==> src/tbdeb_pkg.sv <==
// Shared constants, codes and types for the trackball direction debouncer.
package tbdeb_pkg;

  localparam int TIME_WIDTH_DEFAULT  = 48;
  localparam int COUNT_WIDTH_DEFAULT = 32;

  localparam int PERCENT_WIDTH = 9;
  localparam int WINDOW_WIDTH  = 16;
  localparam int APB_WIDTH     = 32;
  localparam int ADDR_WIDTH    = 3;

  localparam logic [PERCENT_WIDTH-1:0] PERCENT_MIN   = PERCENT_WIDTH'(25);
  localparam logic [PERCENT_WIDTH-1:0] PERCENT_MAX   = PERCENT_WIDTH'(300);
  localparam logic [PERCENT_WIDTH-1:0] PERCENT_RESET = PERCENT_WIDTH'(100);

  localparam int WINDOW_NUMERATOR = 1200000;
  localparam int NUM_BITS         = $clog2(WINDOW_NUMERATOR + 1);
  localparam int STEP_WIDTH       = $clog2(NUM_BITS);

  localparam logic [WINDOW_WIDTH-1:0] WINDOW_RESET =
    WINDOW_WIDTH'(WINDOW_NUMERATOR / 100);

  localparam logic [ADDR_WIDTH-1:0] ADDR_SPEED = ADDR_WIDTH'(0);

  localparam logic [2:0] KIND_NONE     = 3'd0;
  localparam logic [2:0] KIND_KEYBOARD = 3'd1;
  localparam logic [2:0] KIND_RESYNC   = 3'd2;
  localparam logic [2:0] KIND_UP       = 3'd3;
  localparam logic [2:0] KIND_DOWN     = 3'd4;
  localparam logic [2:0] KIND_RIGHT    = 3'd5;
  localparam logic [2:0] KIND_LEFT     = 3'd6;

  typedef enum logic [1:0] {
    REASON_ACCEPTED   = 2'd0,
    REASON_KEYBOARD   = 2'd1,
    REASON_NOT_DIR    = 2'd2,
    REASON_SUPPRESSED = 2'd3
  } reason_t;

  typedef struct packed {
    logic                     start;
    logic [PERCENT_WIDTH-1:0] divisor;
  } div_req_t;

  typedef struct packed {
    logic                    busy;
    logic                    done;
    logic [WINDOW_WIDTH-1:0] quotient;
  } div_resp_t;

endpackage

==> src/tbdeb_window_div.sv <==
// Bit-serial restoring divider that turns the speed percent into the window length.
module tbdeb_window_div (
  input  logic                clk,
  input  logic                rst,
  input  tbdeb_pkg::div_req_t  req,
  output tbdeb_pkg::div_resp_t resp
);
  import tbdeb_pkg::*;

  logic                     busy;
  logic                     done;
  logic [STEP_WIDTH-1:0]    step;
  logic [PERCENT_WIDTH-1:0] rem;
  logic [PERCENT_WIDTH-1:0] divisor;
  logic [NUM_BITS-1:0]      work;

  logic [PERCENT_WIDTH:0]   trial;
  logic [PERCENT_WIDTH:0]   trial_diff;
  logic                     fits;

  always_comb begin
    trial      = {rem, work[NUM_BITS-1]};
    trial_diff = trial - {1'b0, divisor};
    fits       = trial >= {1'b0, divisor};
  end

  always_ff @(posedge clk) begin
    if (rst) begin
      busy <= 1'b0;
      done <= 1'b0;
    end else begin
      done <= 1'b0;
      if (req.start) begin
        busy <= 1'b1;
      end else if (busy && step == STEP_WIDTH'(NUM_BITS - 1)) begin
        busy <= 1'b0;
        done <= 1'b1;
      end
    end
  end

  always_ff @(posedge clk) begin
    if (req.start) begin
      step    <= '0;
      rem     <= '0;
      divisor <= req.divisor;
      work    <= NUM_BITS'(WINDOW_NUMERATOR);
    end else if (busy) begin
      step <= step + STEP_WIDTH'(1);
      rem  <= fits ? trial_diff[PERCENT_WIDTH-1:0] : trial[PERCENT_WIDTH-1:0];
      work <= {work[NUM_BITS-2:0], fits};
    end
  end

  assign resp.busy     = busy;
  assign resp.done     = done;
  assign resp.quotient = work[WINDOW_WIDTH-1:0];

endmodule

==> src/trackball_direction_debouncer.sv <==
// Top level: per-direction timestamp window debounce with event counters.
// An accepted word is registered in s1, then its result in the output register.
// One word per cycle unless the output stalls or a speed write is in progress; results are
// held in an output register. A speed_percent write starts the serial window divider; input
// is stalled from the write's access cycle while it runs, and window_us loads on its done.
// Reset (rst, synchronous): stored times and counters cleared, speed 100, window 12000.
module trackball_direction_debouncer #(
  parameter int TIME_WIDTH  = tbdeb_pkg::TIME_WIDTH_DEFAULT,
  parameter int COUNT_WIDTH = tbdeb_pkg::COUNT_WIDTH_DEFAULT
) (
  input  logic                             clk,
  input  logic                             rst,
  input  logic                             psel,
  input  logic                             penable,
  input  logic                             pwrite,
  input  logic [tbdeb_pkg::ADDR_WIDTH-1:0] paddr,
  input  logic [tbdeb_pkg::APB_WIDTH-1:0]  pwdata,
  output logic [tbdeb_pkg::APB_WIDTH-1:0]  prdata,
  output logic                             pready,
  input  logic                             in_valid,
  output logic                             in_ready,
  input  logic [2:0]                       event_kind,
  input  logic [TIME_WIDTH-1:0]            event_time,
  output logic                             out_valid,
  input  logic                             out_ready,
  output logic                             accepted,
  output logic [1:0]                       direction,
  output logic [1:0]                       reason_code,
  output logic [COUNT_WIDTH-1:0]           raw_edge_total,
  output logic [COUNT_WIDTH-1:0]           suppressed_total,
  output logic [COUNT_WIDTH-1:0]           accepted_total
);
  import tbdeb_pkg::*;

  logic                     cfg_write;
  logic [PERCENT_WIDTH-1:0] pct_raw;
  logic [PERCENT_WIDTH-1:0] pct_clamped;
  logic [PERCENT_WIDTH-1:0] speed_percent;
  logic [WINDOW_WIDTH-1:0]  window_us;
  div_req_t                 div_req;
  div_resp_t                div_resp;

  logic                     s1_valid;
  logic [2:0]               s1_kind;
  logic [TIME_WIDTH-1:0]    s1_ts;
  logic                     s1_advance;

  logic [TIME_WIDTH-1:0]    last_time [4];
  logic [COUNT_WIDTH-1:0]   raw_count;
  logic [COUNT_WIDTH-1:0]   supp_count;
  logic [COUNT_WIDTH-1:0]   acc_count;

  logic [1:0]               dir_idx;
  logic [TIME_WIDTH-1:0]    time_diff;
  logic                     is_dir;
  logic                     in_window;
  logic                     pass;
  logic [1:0]               dir_next;
  reason_t                  reason_next;
  logic [COUNT_WIDTH-1:0]   raw_count_next;
  logic [COUNT_WIDTH-1:0]   supp_count_next;
  logic [COUNT_WIDTH-1:0]   acc_count_next;

  // configuration port
  assign pready    = 1'b1;
  assign cfg_write = psel && penable && pwrite && (paddr[ADDR_WIDTH-1] == ADDR_SPEED[ADDR_WIDTH-1]);
  assign pct_raw   = pwdata[PERCENT_WIDTH-1:0];

  always_comb begin
    if (pct_raw < PERCENT_MIN) begin
      pct_clamped = PERCENT_MIN;
    end else if (pct_raw > PERCENT_MAX) begin
      pct_clamped = PERCENT_MAX;
    end else begin
      pct_clamped = pct_raw;
    end
    if (paddr[ADDR_WIDTH-1] == ADDR_SPEED[ADDR_WIDTH-1]) begin
      prdata = APB_WIDTH'(speed_percent);
    end else begin
      prdata = '0;
    end
  end

  assign div_req.start   = cfg_write;
  assign div_req.divisor = pct_clamped;

  tbdeb_window_div u_div (
    .clk  (clk),
    .rst  (rst),
    .req  (div_req),
    .resp (div_resp)
  );

  always_ff @(posedge clk) begin
    if (rst) begin
      speed_percent <= PERCENT_RESET;
      window_us     <= WINDOW_RESET;
    end else begin
      if (cfg_write) begin
        speed_percent <= pct_clamped;
      end
      if (div_resp.done) begin
        window_us <= div_resp.quotient;
      end
    end
  end

  // input stage
  assign s1_advance = !out_valid || out_ready;
  assign in_ready   = !div_resp.busy && !cfg_write && (!s1_valid || s1_advance);

  always_ff @(posedge clk) begin
    if (rst) begin
      s1_valid <= 1'b0;
    end else if (in_ready) begin
      s1_valid <= in_valid;
    end else if (s1_advance) begin
      s1_valid <= 1'b0;
    end
  end

  always_ff @(posedge clk) begin
    if (in_ready && in_valid) begin
      s1_kind <= event_kind;
      s1_ts   <= event_time;
    end
  end

  // window check
  always_comb begin
    dir_idx         = 2'(s1_kind - KIND_UP);
    time_diff       = s1_ts - last_time[dir_idx];
    in_window       = time_diff < TIME_WIDTH'(window_us);
    is_dir          = 1'b0;
    pass            = 1'b0;
    dir_next        = 2'd0;
    reason_next     = REASON_NOT_DIR;
    raw_count_next  = raw_count;
    supp_count_next = supp_count;
    acc_count_next  = acc_count;
    case (s1_kind) inside
      KIND_KEYBOARD, KIND_RESYNC: begin
        reason_next = REASON_KEYBOARD;
      end
      KIND_UP, KIND_DOWN, KIND_RIGHT, KIND_LEFT: begin
        is_dir         = 1'b1;
        dir_next       = dir_idx;
        raw_count_next = raw_count + COUNT_WIDTH'(1);
        if (in_window) begin
          reason_next     = REASON_SUPPRESSED;
          supp_count_next = supp_count + COUNT_WIDTH'(1);
        end else begin
          pass           = 1'b1;
          reason_next    = REASON_ACCEPTED;
          acc_count_next = acc_count + COUNT_WIDTH'(1);
        end
      end
      default: begin
        reason_next = REASON_NOT_DIR;
      end
    endcase
  end

  always_ff @(posedge clk) begin
    if (rst) begin
      for (int i = 0; i < 4; i++) begin
        last_time[i] <= '0;
      end
      raw_count  <= '0;
      supp_count <= '0;
      acc_count  <= '0;
    end else if (s1_valid && s1_advance && is_dir) begin
      if (pass) begin
        last_time[dir_idx] <= s1_ts;
      end
      raw_count  <= raw_count_next;
      supp_count <= supp_count_next;
      acc_count  <= acc_count_next;
    end
  end

  // result register
  always_ff @(posedge clk) begin
    if (rst) begin
      out_valid <= 1'b0;
    end else if (s1_advance) begin
      out_valid <= s1_valid;
    end
  end

  always_ff @(posedge clk) begin
    if (s1_valid && s1_advance) begin
      accepted         <= pass;
      direction        <= dir_next;
      reason_code      <= reason_next;
      raw_edge_total   <= raw_count_next;
      suppressed_total <= supp_count_next;
      accepted_total   <= acc_count_next;
    end
  end

endmodule

==> config.mk <==
export PLATFORM = sky130hd
export DESIGN_NAME = trackball_direction_debouncer
export DESIGN_NICKNAME = d
export VERILOG_FILES = /design/src/tbdeb_pkg.sv /design/src/tbdeb_window_div.sv /design/src/trackball_direction_debouncer.sv
export SDC_FILE = /design/constraint.sdc
export NUM_CORES = 1
export LEC_CHECK = 0
export BUFFER_PORTS_ARGS = -buffer_cell sky130_fd_sc_hd__buf_2
export CAP_MARGIN = 20
export CORE_AREA = 2 2 188 282
export CTS_CLUSTER_SIZE = 10
export DETAILED_ROUTE_END_ITERATION = 12
export DIE_AREA = 0 0 190 284
export GPL_ROUTABILITY_DRIVEN = 0
export PLACE_DENSITY = 0.7
export SYNTH_ARGS = -nofsm -noshare
export SYNTH_HDL_FRONTEND = slang
export SYNTH_SLANG_ARGS = --single-unit
==> constraint.sdc <==
create_clock -name clk -period 18 [get_ports clk]
set_input_delay 1.8 -clock clk [delete_from_list [all_inputs] [get_ports clk]]
set_output_delay 1.8 -clock clk [all_outputs]
set_load 0.02 [all_outputs]
==> results of run 1 <==
==> worst min-delay path: cells and delay by family (launching register included) <==
kind               cells  cell delay [ns]
and+or+nand+nor        1             0.05
DFF                    1             0.30
AOI/OAI and AO/OA      1             0.05
==> report_power, final <==
part / internal [uW] / leakage (uW) / switching (uW)
Clock: 604 / 0.000784 / 440
Combinational: 191 / 0.00623 / 325
Sequential: 1330 / 0.00489 / 40.1
Total: 2120 / 0.0119 / 805
==> layout make-up <==
cell class                 instances  area [sq um]
tap                              676           846
timing repair buffer             204          1100
clock buffer                      83          1560
inverter                         101           379
multi-input combinational       1673         11600
clock inverter                     6          76.3
sequential                       513         13800
fill                            4340         22100
==> final timing paths <==
| path | startpoint | end | slack, ns | cells past startpoint |
|---|---|---|---|---|
| setup / recovery | s1_kind[0] | last_time[2][9] | 9.58 | 24 |
| hold / removal | speed_percent[0] | speed_percent[0] | 0.45 | 2 |
| setup reg to reg | s1_kind[0] | last_time[2][9] | 9.58 | 24 |
| hold reg to reg | speed_percent[0] | speed_percent[0] | 0.45 | 2 |
==> registers in the layout (all words and copies together), names as in the netlist, 2 cells and up <==
register / count
raw_count: 32
suppressed_total: 32
speed_percent: 9
u_div.divisor: 9
s1_ts: 48
last_time: 192
window_us: 16
reason_code: 2
raw_edge_total: 32
u_div.step: 5
u_div.work: 21
supp_count: 32
direction: 2
acc_count: 32
accepted_total: 32
s1_kind: 3
u_div.rem: 9
==> metal layers <==
layer,share of wire,global-route usage,vias up
met2,0.52,0.413,674
li1,-,-,9040
met3,0.051,0.0287,188
met4,0.042,0.0984,0
met1,0.38,0.257,9082
met5,0,0,-
==> Yosys cell counts (35+ instances only) <==
master	number	area, sq um
a21oi_1	125	626
and2_1	58	363
and3_1	181	1130
clkbuf_1	122	458
dfxtp_1	160	3200
edfxtp_1	353	10600
ha_1	82	1030
inv_1	101	379
mux2i_1	44	440
mux4_2	48	1080
nand2_1	186	698
nand3_1	73	365
nand4_1	49	307
nor2_1	191	717
nor2b_1	51	319
nor3_1	35	175
o21ai_0	56	280
xnor2_1	79	692
xor2_1	77	674
==> cell usage in the layout, fill, tap and decap left out, drive strengths merged, types with 44 or more instances in the layout <==
| master | n |
|---|---|
| a21oi | 125 |
| and2 | 59 |
| and3 | 181 |
| buf | 204 |
| clkbuf | 83 |
| dfxtp | 160 |
| edfxtp | 353 |
| ha | 82 |
| inv | 103 |
| mux2i | 44 |
| mux4 | 48 |
| nand2 | 186 |
| nand3 | 73 |
| nand4 | 49 |
| nor2 | 191 |
| nor2b | 51 |
| o21ai | 62 |
| xnor2 | 79 |
| xor2 | 77 |
==> kinds of logic (layout without fill, tap and decap cells) <==
kind of cell / count (synthesis) / in the layout / share of synthesized area
AO/OA/AOI/OAI: 355 / 355 / 0.0860
XOR/XNOR: 156 / 156 / 0.0517
adder cells (fa/ha/maj): 84 / 84 / 0.0403
buffers and inverters: 279 / 394 / 0.0443
flip-flops: 513 / 513 / 0.522
multiplexers: 127 / 127 / 0.0725
other: 2 / 24 / 0.000284
AND/OR/NAND/NOR: 927 / 927 / 0.183
==> through the flow <==
stage	util	setup slack, ns	cell area (sq um)	hold slack, ns	std cells
after floorplan	-	10.63	26500	0.432	2465
after global placement	0.538	9.77	27700	0.443	3166
after detailed placement	0.538	9.61	27700	0.446	3166
after CTS	0.570	9.57	29300	0.454	3255
after global routing	0.571	8.98	29300	0.476	3256
final	0.571	9.58	29300	0.451	3256
==> impl_metrics.yaml, run 1 <==
layout:
  num-nets-final: 2728
  diodes: 0
  area_growth_pct: 11.0
  drive_gt1_frac: 0.141
synthesis:
  ys_warn_count: 0
  synth-seq-cells: 513
  ys_types: 77
  synth_enable_flop_cells: 353
  yosysSeqAreaShare: 0.522
  netlist_instances: 2443
  syn-cell-area_sq_um: 26400
  syn_area_per_cell_sq_um: 10.8
  yosys_most_used_dff: "edfxtp_1"
  async_reset_ff_frac: 0
timing:
  fin_crit_sh: 0.468
  setup_viol_count_final: 0
  hold_viol_final: 0
  worstMarginPinSlew_ns: 1.09
  period_minus_slack_ns: 8.42
  finalSetupTns_ns: 0
  slew-limit-headroom: 0.275
  max_freq_mhz: 119
  fin_skew_ns: 0.0236
  drv_slew: 0
  rsz0062_at_grt: "false"
detailed_routing:
  drt-total-wl_mm: 61.0
  detail-route-antenna-nets: 0
  vias: 18984
  drc: 0
  drt_first_iter_violations: 1215
  drtPass1Iterations: 9
  wl_per_cell_microns: 18.7
  vias_per_cell: 5.83
floorplan:
  initial_core_util: 0.514
  rows: 102
  dieWidth_microns: 190
  num_io_pins: 229
  die-area_sq_um: 54000
  core_area_sq_um: 51400
  die_h_microns: 284
clocking:
  numCtsBuffers: 58
  cts_max_level: 2
  cts_tree: "done"
  cts.sinks: 513
  clk_pin_slew_ns: 0.06
  cts.root.buffer_cell: "clkbuf_16"
  clk_latency_ns: 0.60
  cts_buffer_depth: 3
  post_cts_buffers: 0
  ctsHoldBuffers: 0
  cts.repair.resized: 0
critical_path:
  cp_common_cell: "buf_4"
  startpoint_type: "flip-flop"
  crit_path_max_incr_delay_ns: 0.84
  critical_path_class: "flip-flop to flip-flop"
  worstPathMaxFanout: 133
  worst_ep_required_time_ns: 18.35
  cpLargestDelayFamily: "compound AO/OA/AOI/OAI gates"
  arrival_ns: 8.77
  crit_chain: "inv_1 > ha_2 > mux4_2 > inv_1 > ha_1 > a21oi_1 > nand2_1 > o21ai_0 > o21a_1 > o21ai_0 > xor2_1 > ha_1 > a2111oi_0 > o2111ai_1 > nor4_1 > o2111ai_1 > a211o_1 > or4_1 > nor4_4 > buf_4 > nor3_2 > buf_4 > buf_4 > and3_1"
  endpoint_kind: "flip-flop"
  slowest_stage: "ha_2"
  cp.buffers_inverters: 5
power:
  p_leak_uw: 0.0119
  power.density_nw_per_um2: 99.7
  ir_drop_mv: 0.0847
  power_uw: 2930
global_routing:
  grt_remaining_overflow: 0
  track_usage: 0.224
  antenna_found_initial: 0
  grt_max_degree: 134
  grt_pass1_wl_mm: 96.8
  grt_pass1_vias: 18787
run_status:
  status: "complete, no violations"
placed_design:
  numPortBuffers: 179
  dp_hpwl_mm: 40.8
min_path:
  worstHoldPathType: "flip-flop to flip-flop"
flow_run:
  drv_cap: 0
Note: power is estimated with default switching activity, not from simulation.
==> run 2: changes to the inputs <==
PLACE_DENSITY = 0.73   (was 0.7)
clock period = 7.2 ns   (was 18 ns; I/O delays follow)
==> run 2 against run 1 <==
Effect of this change:
- power grew to 2.5 times the previous value
- clock skew about the same
- non-clock buffer count rose by 12
- routed wire length up 0.47%
- largest cell class unchanged
- register-to-register slack got worse by 9.4 ns
- die area unchanged
- cell area grew 0.76%
==> impl_metrics.yaml, run 2 (same netlist as run 1, synthesis figures left out) <==
global_routing:
  grt_pass1_wl_mm: 97.4
  grt_pass1_vias: 18926
  grt_max_degree: 192
  track_usage: 0.225
  antenna_found_initial: 0
  grt_remaining_overflow: 0
clocking:
  cts_tree: "done"
  cts_max_level: 2
  numCtsBuffers: 58
  ctsHoldBuffers: 0
  cts.sinks: 513
  cts_buffer_depth: 3
  cts.root.buffer_cell: "clkbuf_16"
  clk_pin_slew_ns: 0.06
  clk_latency_ns: 0.60
layout:
  final_common_cell: "edfxtp_1"
  diodes: 0
  drive_gt1_frac: 0.146
  largest_registers: "last_time x192, s1_ts x48"
  final_cell_mix: "edfxtp_1, nor2_1, nand2_1"
  regMostFlops: "last_time"
  num-nets-final: 2740
  area_growth_pct: 11.9
  largest_reg_flops: 192
detailed_routing:
  dr_wl_met2_mm: 31.9
  wl_per_cell_microns: 18.7
  detail-route-antenna-nets: 0
  wl_met1_mm: 23.6
  vias: 19111
  vias_per_cell: 5.85
  drt_first_iter_violations: 1158
  highest_layer: "met4"
  drtPass1Iterations: 5
  drt-total-wl_mm: 61.3
  drc: 0
  met3_length_mm: 3.15
timing:
  drv_slew: 0
  finalSetupTns_ns: 0
  worstMarginPinSlew_ns: 1.05
  fin_skew_ns: 0.0231
  whs_ns: 0.300
  setup_viol_count_final: 0
  fin_crit_sh: 0.971
  slew-limit-headroom: 0.297
  hold_viol_final: 0
  period_minus_slack_ns: 6.99
  max_freq_mhz: 143
  rsz0062_at_grt: "false"
power:
  ir_drop_mv: 0.195
  power.density_nw_per_um2: 249
  p_leak_uw: 0.0120
critical_path:
  startpoint_type: "flip-flop"
  worst_ep_required_time_ns: 7.54
  worstPathMaxFanout: 191
  arrival_ns: 7.34
  critical_path_class: "flip-flop to flip-flop"
  endpoint_kind: "flip-flop"
min_path:
  worstHoldPathType: "primary input to flip-flop"
floorplan:
  dieWidth_microns: 190
  initial_core_util: 0.514
  die-area_sq_um: 54000
  core_area_sq_um: 51400
  rows: 102
  die_h_microns: 284
  num_io_pins: 229
flow_run:
  drv_cap: 0
placed_design:
  dp_hpwl_mm: 41.1
  numPortBuffers: 179
run_status:
  status: "complete, no violations"
==> run 2: stage by stage <==
| step | cells | cell area, sq um | power (uW) | setup slack [ns] | utilization |
|---|---|---|---|---|---|
| 3_3_place_gp | 3172 | 27800 | 4700 | 0.337 | 0.541 |
| 2_1_floorplan | 2465 | 26500 | 4380 | 0.141 | - |
| 4_1_cts | 3261 | 29500 | 7400 | 0.121 | 0.573 |
| 3_5_place_dp | 3172 | 27800 | 4740 | 0.180 | 0.541 |
| 6_report | 3268 | 29600 | 7370 | 0.205 | 0.575 |
| 5_1_grt | 3268 | 29600 | 7680 | 0.0126 | 0.575 |
==> run 2: power breakdown <==
group | total, uW | internal (uW) | switching, uW
combinational | 1310 | 491 | 815
clock | 2650 | 1550 | 1100
sequential | 3410 | 3310 | 98.3
==> run 2: what timing repair did <==
item                                    in CTS  in global routing
endpoints found under the setup margin       0                377
buffers inserted                             0                  6
resized for setup                            0                  6
endpoints found under the hold margin        0                  0
==> run 2: routing by layer <==
metal / up-vias / GRT usage
met4: 0 / 0.100
met5: - / 0
met3: 183 / 0.0273
met2: 655 / 0.408
li1: 9073 / -
met1: 9200 / 0.263
==> run 2: path summary, 6_finish.rpt <==
check,depth (start not counted),start,slack [ns],endpoint
worst max-delay path,25,s1_kind[0],0.21,last_time[0][10]
worst min-delay path,1,event_time[9],0.30,s1_ts[9]
worst max register to register,25,s1_kind[0],0.21,last_time[0][10]
worst min register to register,2,speed_percent[4],0.45,speed_percent[4]
==> run 2: area by class of cell <==
cell class,instances,area [sq um]
fill,4269,21900
sequential,513,13800
multi-input combinational,1673,11600
clock buffer,83,1560
timing repair buffer,216,1290
tap,676,846
inverter,101,379
clock inverter,6,101
==> run 2: worst max-delay path, cell delays in order, from the launching register on <==
cell       delay (ns)
edfxtp_1         0.48
inv_1            0.20
ha_4             0.38
buf_4            0.16
mux4_2           0.29
inv_1            0.07
ha_1             0.29
a21oi_1          0.38
o22ai_1          0.15
a311oi_2         0.39
nand2_1          0.15
xor2_1           0.21
ha_1             0.28
a21oi_1          0.13
nand2_1          0.11
a22oi_1          0.15
o2111ai_1        0.12
nor4_1           0.31
o2111ai_1        0.15
a211o_1          0.24
or4_1            0.62
nor4_4           0.33
buf_12           0.26
nor3_2           0.09
buf_12           0.22
and3_1           0.35
